--- src/hw/rtl/pasmu_pkg.sv ---
`timescale 1ns / 1ps

package pasmu_pkg;

  localparam int MAX_TERMS_DEF    = 16;
  localparam int COEFF_WIDTH_DEF  = 32;

  localparam int COEFF_PORT_WIDTH = 32;
  localparam int DEG_WIDTH        = 5;
  localparam int OUT_DATA_WIDTH   = 40;
  localparam int OUT_USER_WIDTH   = 2;
  localparam int MODE_WIDTH       = 2;

  localparam logic [MODE_WIDTH-1:0] MODE_ADD = 2'd0;
  localparam logic [MODE_WIDTH-1:0] MODE_SUB = 2'd1;
  localparam logic [MODE_WIDTH-1:0] MODE_MUL = 2'd2;

  typedef struct packed {
    logic                  start;
    logic [MODE_WIDTH-1:0] mode;
    logic                  trunc;
  } cmd_t;

  typedef struct packed {
    logic busy;
    logic emitting;
  } status_t;

endpackage

--- src/hw/rtl/pasmu_opmem.sv ---
`timescale 1ns / 1ps

module pasmu_opmem #(
  parameter int DEPTH = pasmu_pkg::MAX_TERMS_DEF,
  parameter int WIDTH = pasmu_pkg::COEFF_WIDTH_DEF
) (
  input  logic                     clk,
  input  logic                     wr_en,
  input  logic [$clog2(DEPTH)-1:0] wr_addr,
  input  logic [WIDTH-1:0]         wr_data,
  input  logic [$clog2(DEPTH)-1:0] rd_addr,
  output logic [WIDTH-1:0]         rd_data
);

  logic [WIDTH-1:0] mem [DEPTH];

  always_ff @(posedge clk) begin
    if (wr_en) begin
      mem[wr_addr] <= wr_data;
    end
    rd_data <= mem[rd_addr];
  end

endmodule

--- src/hw/rtl/pasmu_engine.sv ---
`timescale 1ns / 1ps

module pasmu_engine #(
  parameter int MAX_TERMS   = pasmu_pkg::MAX_TERMS_DEF,
  parameter int COEFF_WIDTH = pasmu_pkg::COEFF_WIDTH_DEF
) (
  input  logic                                  clk,
  input  logic                                  rst,
  input  pasmu_pkg::cmd_t                       cmd,
  input  logic [$clog2(MAX_TERMS+1)-1:0]        a_len,
  input  logic [$clog2(MAX_TERMS+1)-1:0]        b_len,
  output logic [$clog2(MAX_TERMS)-1:0]          a_raddr,
  output logic [$clog2(MAX_TERMS)-1:0]          b_raddr,
  input  logic [COEFF_WIDTH-1:0]                a_rdata,
  input  logic [COEFF_WIDTH-1:0]                b_rdata,
  output pasmu_pkg::status_t                    status,
  output logic                                  m_tvalid,
  input  logic                                  m_tready,
  output logic [pasmu_pkg::OUT_DATA_WIDTH-1:0]  m_tdata,
  output logic [pasmu_pkg::OUT_USER_WIDTH-1:0]  m_tuser,
  output logic                                  m_tlast
);

  import pasmu_pkg::*;

  localparam int CW   = COEFF_WIDTH;
  localparam int AW   = $clog2(MAX_TERMS);
  localparam int LW   = $clog2(MAX_TERMS + 1);
  localparam int ACC  = 2 * MAX_TERMS - 1;
  localparam int KW   = $clog2(ACC);
  localparam int NW   = $clog2(ACC + 1);
  localparam int XW   = NW + 1;
  localparam int HALF = (CW + 1) / 2;
  localparam int HIW  = CW - HALF;
  localparam int PADW = OUT_DATA_WIDTH - COEFF_PORT_WIDTH - DEG_WIDTH;

  localparam logic [1:0] ST_IDLE  = 2'd0;
  localparam logic [1:0] ST_ISSUE = 2'd1;
  localparam logic [1:0] ST_DRAIN = 2'd2;
  localparam logic [1:0] ST_EMIT  = 2'd3;

  logic [1:0]    state;
  logic          mul;
  logic          sub;
  logic          trunc_r;
  logic [LW-1:0] la;
  logic [LW-1:0] lb;
  logic [KW-1:0] n_last;
  logic [KW-1:0] k;
  logic [AW-1:0] i;
  logic [NW-1:0] nz_top;
  logic [KW-1:0] e;
  logic          rd_pend;

  // pipeline: read data, partial products, term, accumulate
  logic          v1, f1, l1, aok1, bok1;
  logic [KW-1:0] k1;
  logic          v2, f2, l2;
  logic [KW-1:0] k2;
  logic [CW-1:0] pp0;
  logic [HIW-1:0] pp1a;
  logic [HIW-1:0] pp1b;
  logic [CW-1:0] sd;
  logic          v3, f3, l3;
  logic [KW-1:0] k3;
  logic [CW-1:0] term;
  logic [CW-1:0] acc;
  logic [CW-1:0] acc_sum;

  logic [CW-1:0] accum [ACC];
  logic [CW-1:0] rdq;

  logic [CW-1:0]     x;
  logic [CW-1:0]     y;
  logic [2*HALF-1:0] p_ll;
  logic [HIW-1:0]    p_lh;
  logic [HIW-1:0]    p_hl;

  logic [XW-1:0] ihi;
  logic [XW-1:0] ilo_cur;
  logic [XW-1:0] ilo_next;
  logic [KW-1:0] diff;
  logic          iss_first;
  logic          iss_last;
  logic          iss_aok;
  logic          iss_bok;
  logic          k_at_end;

  logic          mul_c;
  logic [XW-1:0] n_mul;
  logic [XW-1:0] n_add;
  logic [XW-1:0] n_sel;

  logic          out_free;
  logic          ld_zero;
  logic          ld_item;
  logic          item_last;

  logic                        out_valid;
  logic [COEFF_PORT_WIDTH-1:0] out_coeff;
  logic [DEG_WIDTH-1:0]        out_deg;
  logic                        out_last;
  logic                        out_empty;
  logic                        out_trunc;

  // command decode
  assign mul_c = (cmd.mode != MODE_ADD) && (cmd.mode != MODE_SUB);
  assign n_mul = (a_len == '0 || b_len == '0) ? '0 :
                 XW'(a_len) + XW'(b_len) - XW'(1);
  assign n_add = (a_len > b_len) ? XW'(a_len) : XW'(b_len);
  assign n_sel = mul_c ? n_mul : n_add;

  // issue addressing, convolution walks output degree k and index i
  assign ihi      = (XW'(k) < XW'(la) - XW'(1)) ? XW'(k) : XW'(la) - XW'(1);
  assign ilo_cur  = (XW'(k) + XW'(1) > XW'(lb)) ? XW'(k) + XW'(1) - XW'(lb) : '0;
  assign ilo_next = (XW'(k) + XW'(2) > XW'(lb)) ? XW'(k) + XW'(2) - XW'(lb) : '0;
  assign diff     = k - KW'(i);
  assign k_at_end = (k == n_last);

  assign iss_first = mul ? (XW'(i) == ilo_cur) : 1'b1;
  assign iss_last  = mul ? (XW'(i) == ihi) : 1'b1;
  assign iss_aok   = mul || (XW'(k) < XW'(la));
  assign iss_bok   = mul || (XW'(k) < XW'(lb));

  assign a_raddr = mul ? i : k[AW-1:0];
  assign b_raddr = mul ? diff[AW-1:0] : k[AW-1:0];

  // arithmetic
  assign x    = aok1 ? a_rdata : '0;
  assign y    = bok1 ? b_rdata : '0;
  assign p_ll = (2*HALF)'(x[HALF-1:0]) * (2*HALF)'(y[HALF-1:0]);
  assign p_lh = x[HIW-1:0] * y[CW-1:HALF];
  assign p_hl = x[CW-1:HALF] * y[HIW-1:0];

  assign acc_sum = f3 ? term : acc + term;

  always_ff @(posedge clk) begin
    f1   <= iss_first;
    l1   <= iss_last;
    aok1 <= iss_aok;
    bok1 <= iss_bok;
    k1   <= k;
    f2   <= f1;
    l2   <= l1;
    k2   <= k1;
    pp0  <= p_ll[CW-1:0];
    pp1a <= p_lh;
    pp1b <= p_hl;
    sd   <= sub ? x - y : x + y;
    f3   <= f2;
    l3   <= l2;
    k3   <= k2;
    term <= mul ? pp0 + {pp1a + pp1b, {HALF{1'b0}}} : sd;
    if (v3) begin
      acc <= acc_sum;
    end
  end

  // result store
  always_ff @(posedge clk) begin
    if (v3 && l3) begin
      accum[k3] <= acc_sum;
    end
    rdq <= accum[e];
  end

  // emission
  assign out_free  = !out_valid || m_tready;
  assign ld_zero   = (state == ST_EMIT) && (nz_top == '0) && out_free;
  assign ld_item   = (state == ST_EMIT) && (nz_top != '0) && rd_pend;
  assign item_last = (NW'(e) + NW'(1)) == nz_top;

  always_ff @(posedge clk) begin
    if (rst) begin
      state     <= ST_IDLE;
      v1        <= 1'b0;
      v2        <= 1'b0;
      v3        <= 1'b0;
      rd_pend   <= 1'b0;
      out_valid <= 1'b0;
      nz_top    <= '0;
      e         <= '0;
      k         <= '0;
      i         <= '0;
    end else begin
      v1 <= (state == ST_ISSUE);
      v2 <= v1;
      v3 <= v2;
      if (v3 && l3 && acc_sum != '0) begin
        nz_top <= NW'(k3) + NW'(1);
      end
      if (ld_zero || ld_item) begin
        out_valid <= 1'b1;
      end else if (m_tready) begin
        out_valid <= 1'b0;
      end
      case (state)
        ST_IDLE: begin
          if (cmd.start) begin
            nz_top <= '0;
            e      <= '0;
            k      <= '0;
            i      <= '0;
            if (n_sel == '0) begin
              state <= ST_EMIT;
            end else begin
              state <= ST_ISSUE;
            end
          end
        end
        ST_ISSUE: begin
          if (iss_last && k_at_end) begin
            state <= ST_DRAIN;
          end else if (iss_last) begin
            k <= k + KW'(1);
            i <= AW'(ilo_next);
          end else begin
            i <= i + AW'(1);
          end
        end
        ST_DRAIN: begin
          if (!v1 && !v2 && !v3) begin
            state   <= ST_EMIT;
            rd_pend <= 1'b0;
          end
        end
        ST_EMIT: begin
          if (nz_top == '0) begin
            if (out_free) begin
              state <= ST_IDLE;
            end
          end else if (rd_pend) begin
            rd_pend <= 1'b0;
            if (item_last) begin
              state <= ST_IDLE;
            end else begin
              e <= e + KW'(1);
            end
          end else if (out_free) begin
            rd_pend <= 1'b1;
          end
        end
        default: begin
          state <= ST_IDLE;
        end
      endcase
    end
  end

  // operation parameters latched per computation
  always_ff @(posedge clk) begin
    if (state == ST_IDLE && cmd.start) begin
      mul     <= mul_c;
      sub     <= (cmd.mode == MODE_SUB);
      trunc_r <= cmd.trunc;
      la      <= a_len;
      lb      <= b_len;
      n_last  <= KW'(n_sel - XW'(1));
    end
  end

  always_ff @(posedge clk) begin
    if (ld_zero) begin
      out_coeff <= '0;
      out_deg   <= '0;
      out_last  <= 1'b1;
      out_empty <= 1'b1;
      out_trunc <= trunc_r;
    end else if (ld_item) begin
      out_coeff <= COEFF_PORT_WIDTH'($signed(rdq));
      out_deg   <= DEG_WIDTH'(e);
      out_last  <= item_last;
      out_empty <= 1'b0;
      out_trunc <= trunc_r;
    end
  end

  assign m_tvalid = out_valid;
  assign m_tdata  = {PADW'(0), out_deg, out_coeff};
  assign m_tuser  = {out_trunc, out_empty};
  assign m_tlast  = out_last;

  assign status.busy     = (state != ST_IDLE);
  assign status.emitting = (state == ST_EMIT);

endmodule

--- src/hw/rtl/polynomial_add_sub_multiply_unit.sv ---
`timescale 1ns / 1ps

// Polynomial add / subtract / multiply unit. Operand A and then operand B are streamed in
// as coefficients, lowest degree first, tlast on the highest one; tuser picks the operand.
// The transaction carrying the last coefficient of B starts A+B, A-B or the full product
// A*B, as set by the op_mode register (cfg port). Results leave lowest degree first with
// high zero terms stripped; a zero result is one transaction flagged empty. Coefficients
// past MAX_TERMS are dropped and flag the next result as truncated. Operands sit in two
// single-port-read RAMs and the products are summed per output degree through one
// pipelined multiplier; each result term is then read out through the result RAM read
// port. Loading takes one coefficient per cycle; the input stalls while a computation
// runs, and while its result is emitted only the last coefficient of B waits.
module polynomial_add_sub_multiply_unit #(
  parameter int MAX_TERMS   = pasmu_pkg::MAX_TERMS_DEF,
  parameter int COEFF_WIDTH = pasmu_pkg::COEFF_WIDTH_DEF
) (
  input  logic                                   clk,
  input  logic                                   rst,
  input  logic                                   s_tvalid,
  output logic                                   s_tready,
  input  logic [pasmu_pkg::COEFF_PORT_WIDTH-1:0] s_tdata,   // coeff_value
  input  logic                                   s_tuser,   // operand_sel
  input  logic                                   s_tlast,
  output logic                                   m_tvalid,
  input  logic                                   m_tready,
  output logic [pasmu_pkg::OUT_DATA_WIDTH-1:0]   m_tdata,   // result_coeff, result_degree
  output logic [pasmu_pkg::OUT_USER_WIDTH-1:0]   m_tuser,   // result_empty, truncated
  output logic                                   m_tlast,
  input  logic                                   cfg_valid,
  output logic                                   cfg_ready,
  input  logic [pasmu_pkg::MODE_WIDTH-1:0]       cfg_data
);

  import pasmu_pkg::*;

  localparam int AW = $clog2(MAX_TERMS);
  localparam int LW = $clog2(MAX_TERMS + 1);

  logic [MODE_WIDTH-1:0]  op_mode;
  logic [LW-1:0]          load_index;
  logic [LW-1:0]          a_length;
  logic                   overflow_seen;

  logic                   accept;
  logic                   full;
  logic [LW-1:0]          idx_inc;
  logic [COEFF_WIDTH-1:0] coeff;
  logic                   wr_a;
  logic                   wr_b;
  logic [AW-1:0]          a_raddr;
  logic [AW-1:0]          b_raddr;
  logic [COEFF_WIDTH-1:0] a_rdata;
  logic [COEFF_WIDTH-1:0] b_rdata;
  cmd_t                   cmd;
  status_t                status;

  assign accept  = s_tvalid && s_tready;
  assign full    = (load_index == LW'(MAX_TERMS));
  assign idx_inc = full ? load_index : load_index + LW'(1);
  assign coeff   = COEFF_WIDTH'($signed(s_tdata));
  assign wr_a    = accept && !full && !s_tuser;
  assign wr_b    = accept && !full && s_tuser;

  assign cmd.start = accept && s_tuser && s_tlast;
  assign cmd.mode  = op_mode;
  assign cmd.trunc = overflow_seen || full;

  // the closing coefficient of B waits while a result is still draining
  assign s_tready  = !status.busy || (status.emitting && !(s_tuser && s_tlast));
  assign cfg_ready = 1'b1;

  always_ff @(posedge clk) begin
    if (rst) begin
      op_mode       <= MODE_MUL;
      load_index    <= '0;
      a_length      <= '0;
      overflow_seen <= 1'b0;
    end else begin
      if (cfg_valid && cfg_ready) begin
        op_mode <= cfg_data;
      end
      if (accept) begin
        if (s_tlast) begin
          load_index <= '0;
        end else begin
          load_index <= idx_inc;
        end
        if (s_tlast && !s_tuser) begin
          a_length <= idx_inc;
        end
      end
      if (cmd.start) begin
        overflow_seen <= 1'b0;
      end else if (accept && full) begin
        overflow_seen <= 1'b1;
      end
    end
  end

  pasmu_opmem #(
    .DEPTH (MAX_TERMS),
    .WIDTH (COEFF_WIDTH)
  ) u_a_mem (
    .clk     (clk),
    .wr_en   (wr_a),
    .wr_addr (load_index[AW-1:0]),
    .wr_data (coeff),
    .rd_addr (a_raddr),
    .rd_data (a_rdata)
  );

  pasmu_opmem #(
    .DEPTH (MAX_TERMS),
    .WIDTH (COEFF_WIDTH)
  ) u_b_mem (
    .clk     (clk),
    .wr_en   (wr_b),
    .wr_addr (load_index[AW-1:0]),
    .wr_data (coeff),
    .rd_addr (b_raddr),
    .rd_data (b_rdata)
  );

  pasmu_engine #(
    .MAX_TERMS   (MAX_TERMS),
    .COEFF_WIDTH (COEFF_WIDTH)
  ) u_engine (
    .clk      (clk),
    .rst      (rst),
    .cmd      (cmd),
    .a_len    (a_length),
    .b_len    (idx_inc),
    .a_raddr  (a_raddr),
    .b_raddr  (b_raddr),
    .a_rdata  (a_rdata),
    .b_rdata  (b_rdata),
    .status   (status),
    .m_tvalid (m_tvalid),
    .m_tready (m_tready),
    .m_tdata  (m_tdata),
    .m_tuser  (m_tuser),
    .m_tlast  (m_tlast)
  );

endmodule

--- config.mk ---
export PLATFORM = sky130hd
export DESIGN_NAME = polynomial_add_sub_multiply_unit
export DESIGN_NICKNAME = d
export VERILOG_FILES = /design/src/hw/rtl/pasmu_pkg.sv /design/src/hw/rtl/pasmu_opmem.sv /design/src/hw/rtl/pasmu_engine.sv /design/src/hw/rtl/polynomial_add_sub_multiply_unit.sv
export SDC_FILE = /design/constraint.sdc
export NUM_CORES = 2
export LEC_CHECK = 0
export ABC_CLOCK_PERIOD_IN_PS = 21700
export BUFFER_PORTS_ARGS = -buffer_cell sky130_fd_sc_hd__buf_2
export CAP_MARGIN = 15
export CORE_MARGIN = 8
export CORE_UTILIZATION = 42
export DETAILED_ROUTE_END_ITERATION = 16
export HOLD_SLACK_MARGIN = 0.1
export PLACE_DENSITY = 0.54
export SLEW_MARGIN = 10
export SYNTH_ARGS = -nofsm -noshare
export SYNTH_HDL_FRONTEND = slang
export SYNTH_SLANG_ARGS = --single-unit
--- constraint.sdc ---
create_clock -name clk -period 21.7 [get_ports clk]
set_clock_uncertainty 0.05 [all_clocks]
set_input_delay 1.085 -clock clk [delete_from_list [all_inputs] [get_ports clk]]
set_output_delay 1.085 -clock clk [all_outputs]
set_load 0.02 [all_outputs]
==> qor.yml <==
synth:
  synthArstFlopShare_pct: 0
  synthAdderAreaFrac_pct: 10.6
  synth_edf_count: 2067
  synth_top_family_by_area: "multiplexers"
  synth_mux_area_share_pct: 12.5
  ys_ff_latch: 2392
  yosysSeqAreaShare_pct: 62.1
  synth-simple-area-share_pct: 5.69
  synth_area_leaders: "edfxtp_1 56%, mux4_2 11%, fa_1 6.6%, dfxtp_1 5.9%, ha_1 4.0%"
  synth_xor_area_share_pct: 1.98
  syn_area_um2: 110000
  synth_compound_area_share_pct: 4.12
  synth.distinct_cells: 83
  yosysWarnings: 0
  synth.top_cell.area_share_pct: 56.2
  syn-instance-count: 7109
  ys.flop_type: "edfxtp_1"
  yosysTopAreaCell: "edfxtp_1"
  syn_area_per_cell_um2: 15.5
sta:
  hold_viol: 0
  fin_crit_sh_pct: 38.1
  hold_ws_ns: 0.265
  worst_slew_pin_slew_ns: 1.23
  fin_tns_setup_ns: 0
  slew_viol_final: 0
  slew_headroom_pct: 17.7
  min_period_ns: 8.26
  max_freq_ghz: 0.121
  grt_setup_unrepaired: "no"
  setup_violations: 0
finish:
  multi_input_area_um2: 39200
  drive_gt1_share_pct: 17.9
  area.growth.synth_to_final_pct: 12.7
  layout_commonest_cell: "edfxtp_1"
  final_cell_mix: "2067 x edfxtp_1, 630 x nand2_1, 559 x inv_1"
  seqCellArea_um2: 68600
  fill_cells: 22600
  layout.nets: 8033
  fin_area_um2: 124000
place:
  place_congestion: 0.896
  io_buffers: 82
  place_area_um2: 116000
  place_hpwl_um: 179000
grt:
  antenna_found_initial: 13
  grt_usage_pct: 20.5
  grt_pass1_vias: 63000
  grt_max_degree: 89
  overflow: 0
  grt_first_pass_wirelength_um: 427000
floorplanning:
  dieWidth_um: 529
  core_um2: 262000
  die_height_um: 529
  pin_count: 87
  initial_core_util_pct: 42.2
  dieArea_um2: 280000
  rows: 188
clock_network:
  clkSlewWorstSetupHoldPaths_ns: 0.06
  cts_root_buffer: "clkbuf_16"
  ctsResizeCount: 0
  clk_latency_ns: 0.84
  post_cts_buffers: 0
  htreeDepth: 5
  clock_path_buffers: 4
  cts_made_buffers: 269
  cts_tree: "done"
  cts_hold_buf: 0
  clkSinkCount: 2392
routing:
  drc: 0
  wl_per_cell_um: 26.4
  drt-initial-drc-count: 4873
  drtPass1Iterations: 6
  vias: 60600
  detail-route-antenna-nets: 0
  wl_um: 290000
  via_per_inst: 5.51
status:
  status: "finished, final reports clean"
power_and_ir_drop:
  finalPower_mw: 21.2
  power_density_nw_per_um2: 171
  ir_worst_vdd_mv: 0.446
  leakage_nw: 44.4
critical_path:
  cp.arrival_ns: 8.98
  critPathCaptureType: "flop"
  critical_path_class: "flop to flop"
  required_ns: 22.42
  cp_max_fo: 71
  setup.worst_path.start_class: "flop"
min_path:
  hold_path.class: "flop to flop"
flow_run:
  maxCapViolCount: 0
==> synth_stat cells (8+ instances only) <==
cell	n
a211oi_1	91
o31ai_1	11
mux2i_1	78
edfxtp_1	2067
nand2b_1	29
nor2b_1	64
a21o_1	49
clkinv_1	12
nor4_1	11
o21bai_1	22
nand3_1	66
buf_1	81
fa_1	362
nand4_1	14
clkbuf_1	237
or2_2	13
xor2_1	64
a31o_2	9
inv_1	559
or4_1	8
nor3_1	41
o211ai_1	10
nand3b_1	8
or3_1	9
nor2_1	432
dfxtp_1	325
nand2_1	630
xnor2_1	186
mux4_2	544
o21ai_0	127
and2_1	70
mux2_2	65
ha_1	353
o21a_1	29
a211o_1	9
a31oi_1	58
a21oi_1	231
and3_1	20
==> metrics by stage <==
| stage | util [%] | instances | setup slack [ns] |
|---|---|---|---|
| 5_1_grt | 47.5 | 11000 | 12.94 |
| 3_5_place_dp | 44.2 | 10500 | 13.51 |
| 6_report | 47.5 | 11000 | 13.44 |
| 2_1_floorplan | - | 7111 | 14.11 |
| 4_1_cts | 47.5 | 11000 | 13.49 |
| 3_3_place_gp | 44.2 | 10500 | 13.73 |
==> registers in the layout (all words and copies together), names as in the netlist, 16 cells and up <==
signal              flops
u_b_mem.mem           512
u_engine.out_coeff     32
u_engine.term          32
u_engine.pp1a          16
u_a_mem.rd_data        32
u_a_mem.mem           512
u_engine.sd            32
u_engine.acc           32
u_engine.pp1b          16
u_b_mem.rd_data        32
u_engine.accum        992
u_engine.rdq           32
u_engine.pp0           32
==> layout make-up <==
class	instances	area share, %
diodes	9	0.0181
inverters	572	1.72
repair buffers	226	1.27
well taps	3515	3.53
multi-input cells	3816	31.5
clock buffers	369	5.96
clock inverters	105	0.906
flip-flops and latches	2392	55.1
==> logic make-up (layout without fill, tap and decap cells) <==
logic type | Yosys count | after routing
flip-flops | 2392 | 2392
XOR/XNOR | 250 | 250
other | 2 | 13
AND/OR/NAND/NOR | 1438 | 1438
buffers and inverters | 903 | 1272
multiplexers | 687 | 687
AO/OA/AOI/OAI | 721 | 721
adder cells (fa/ha/maj) | 716 | 716
==> where the power goes <==
part / total [mW] / switching, mW / internal, mW / leakage (nW)
sequential: 5.87 / 0.129 / 5.74 / 21.3
clock: 4.43 / 1.81 / 2.62 / 4.16
combinational: 10.9 / 6.52 / 4.42 / 18.9
==> path summary, 6_finish.rpt <==
kind / startpoint / end / slack (ns) / cells after the start
max: u_engine.bok1 / u_engine.pp0[31] / 13.44 / 23
min: u_engine.k1[2] / u_engine.k2[2] / 0.27 / 0
max reg2reg: u_engine.bok1 / u_engine.pp0[31] / 13.44 / 23
min reg2reg: u_engine.k1[2] / u_engine.k2[2] / 0.27 / 0
==> per-layer routing <==
layer | routed length [um] | up-vias | track usage (%)
met3 | 14200 | 443 | 2.62
li1 | - | 26600 | -
met1 | 122000 | 31900 | 27.4
met5 | 36 | - | 0
met2 | 144000 | 1649 | 35.0
met4 | 10300 | 6 | 6.60
==> worst max-delay path, stage by stage (launching register included) <==
cell and delay, ns:
dfxtp_2 0.31, buf_4 0.52, and2_1 1.02, nand2_1 0.16, fa_1 0.52, fa_1 0.55
inv_1 0.05, fa_1 0.51, inv_1 0.06, fa_1 0.57, fa_1 0.44, fa_1 0.49
inv_1 0.04, ha_1 0.36, a211oi_1 0.27, nand3_1 0.13, o21ai_0 0.31, a21oi_1 0.18
o311ai_0 0.63, a31oi_1 0.27, a41oi_1 0.31, nand2b_1 0.09, a21oi_1 0.17, xnor2_1 0.13
Power figures use the tool's default switching activity.
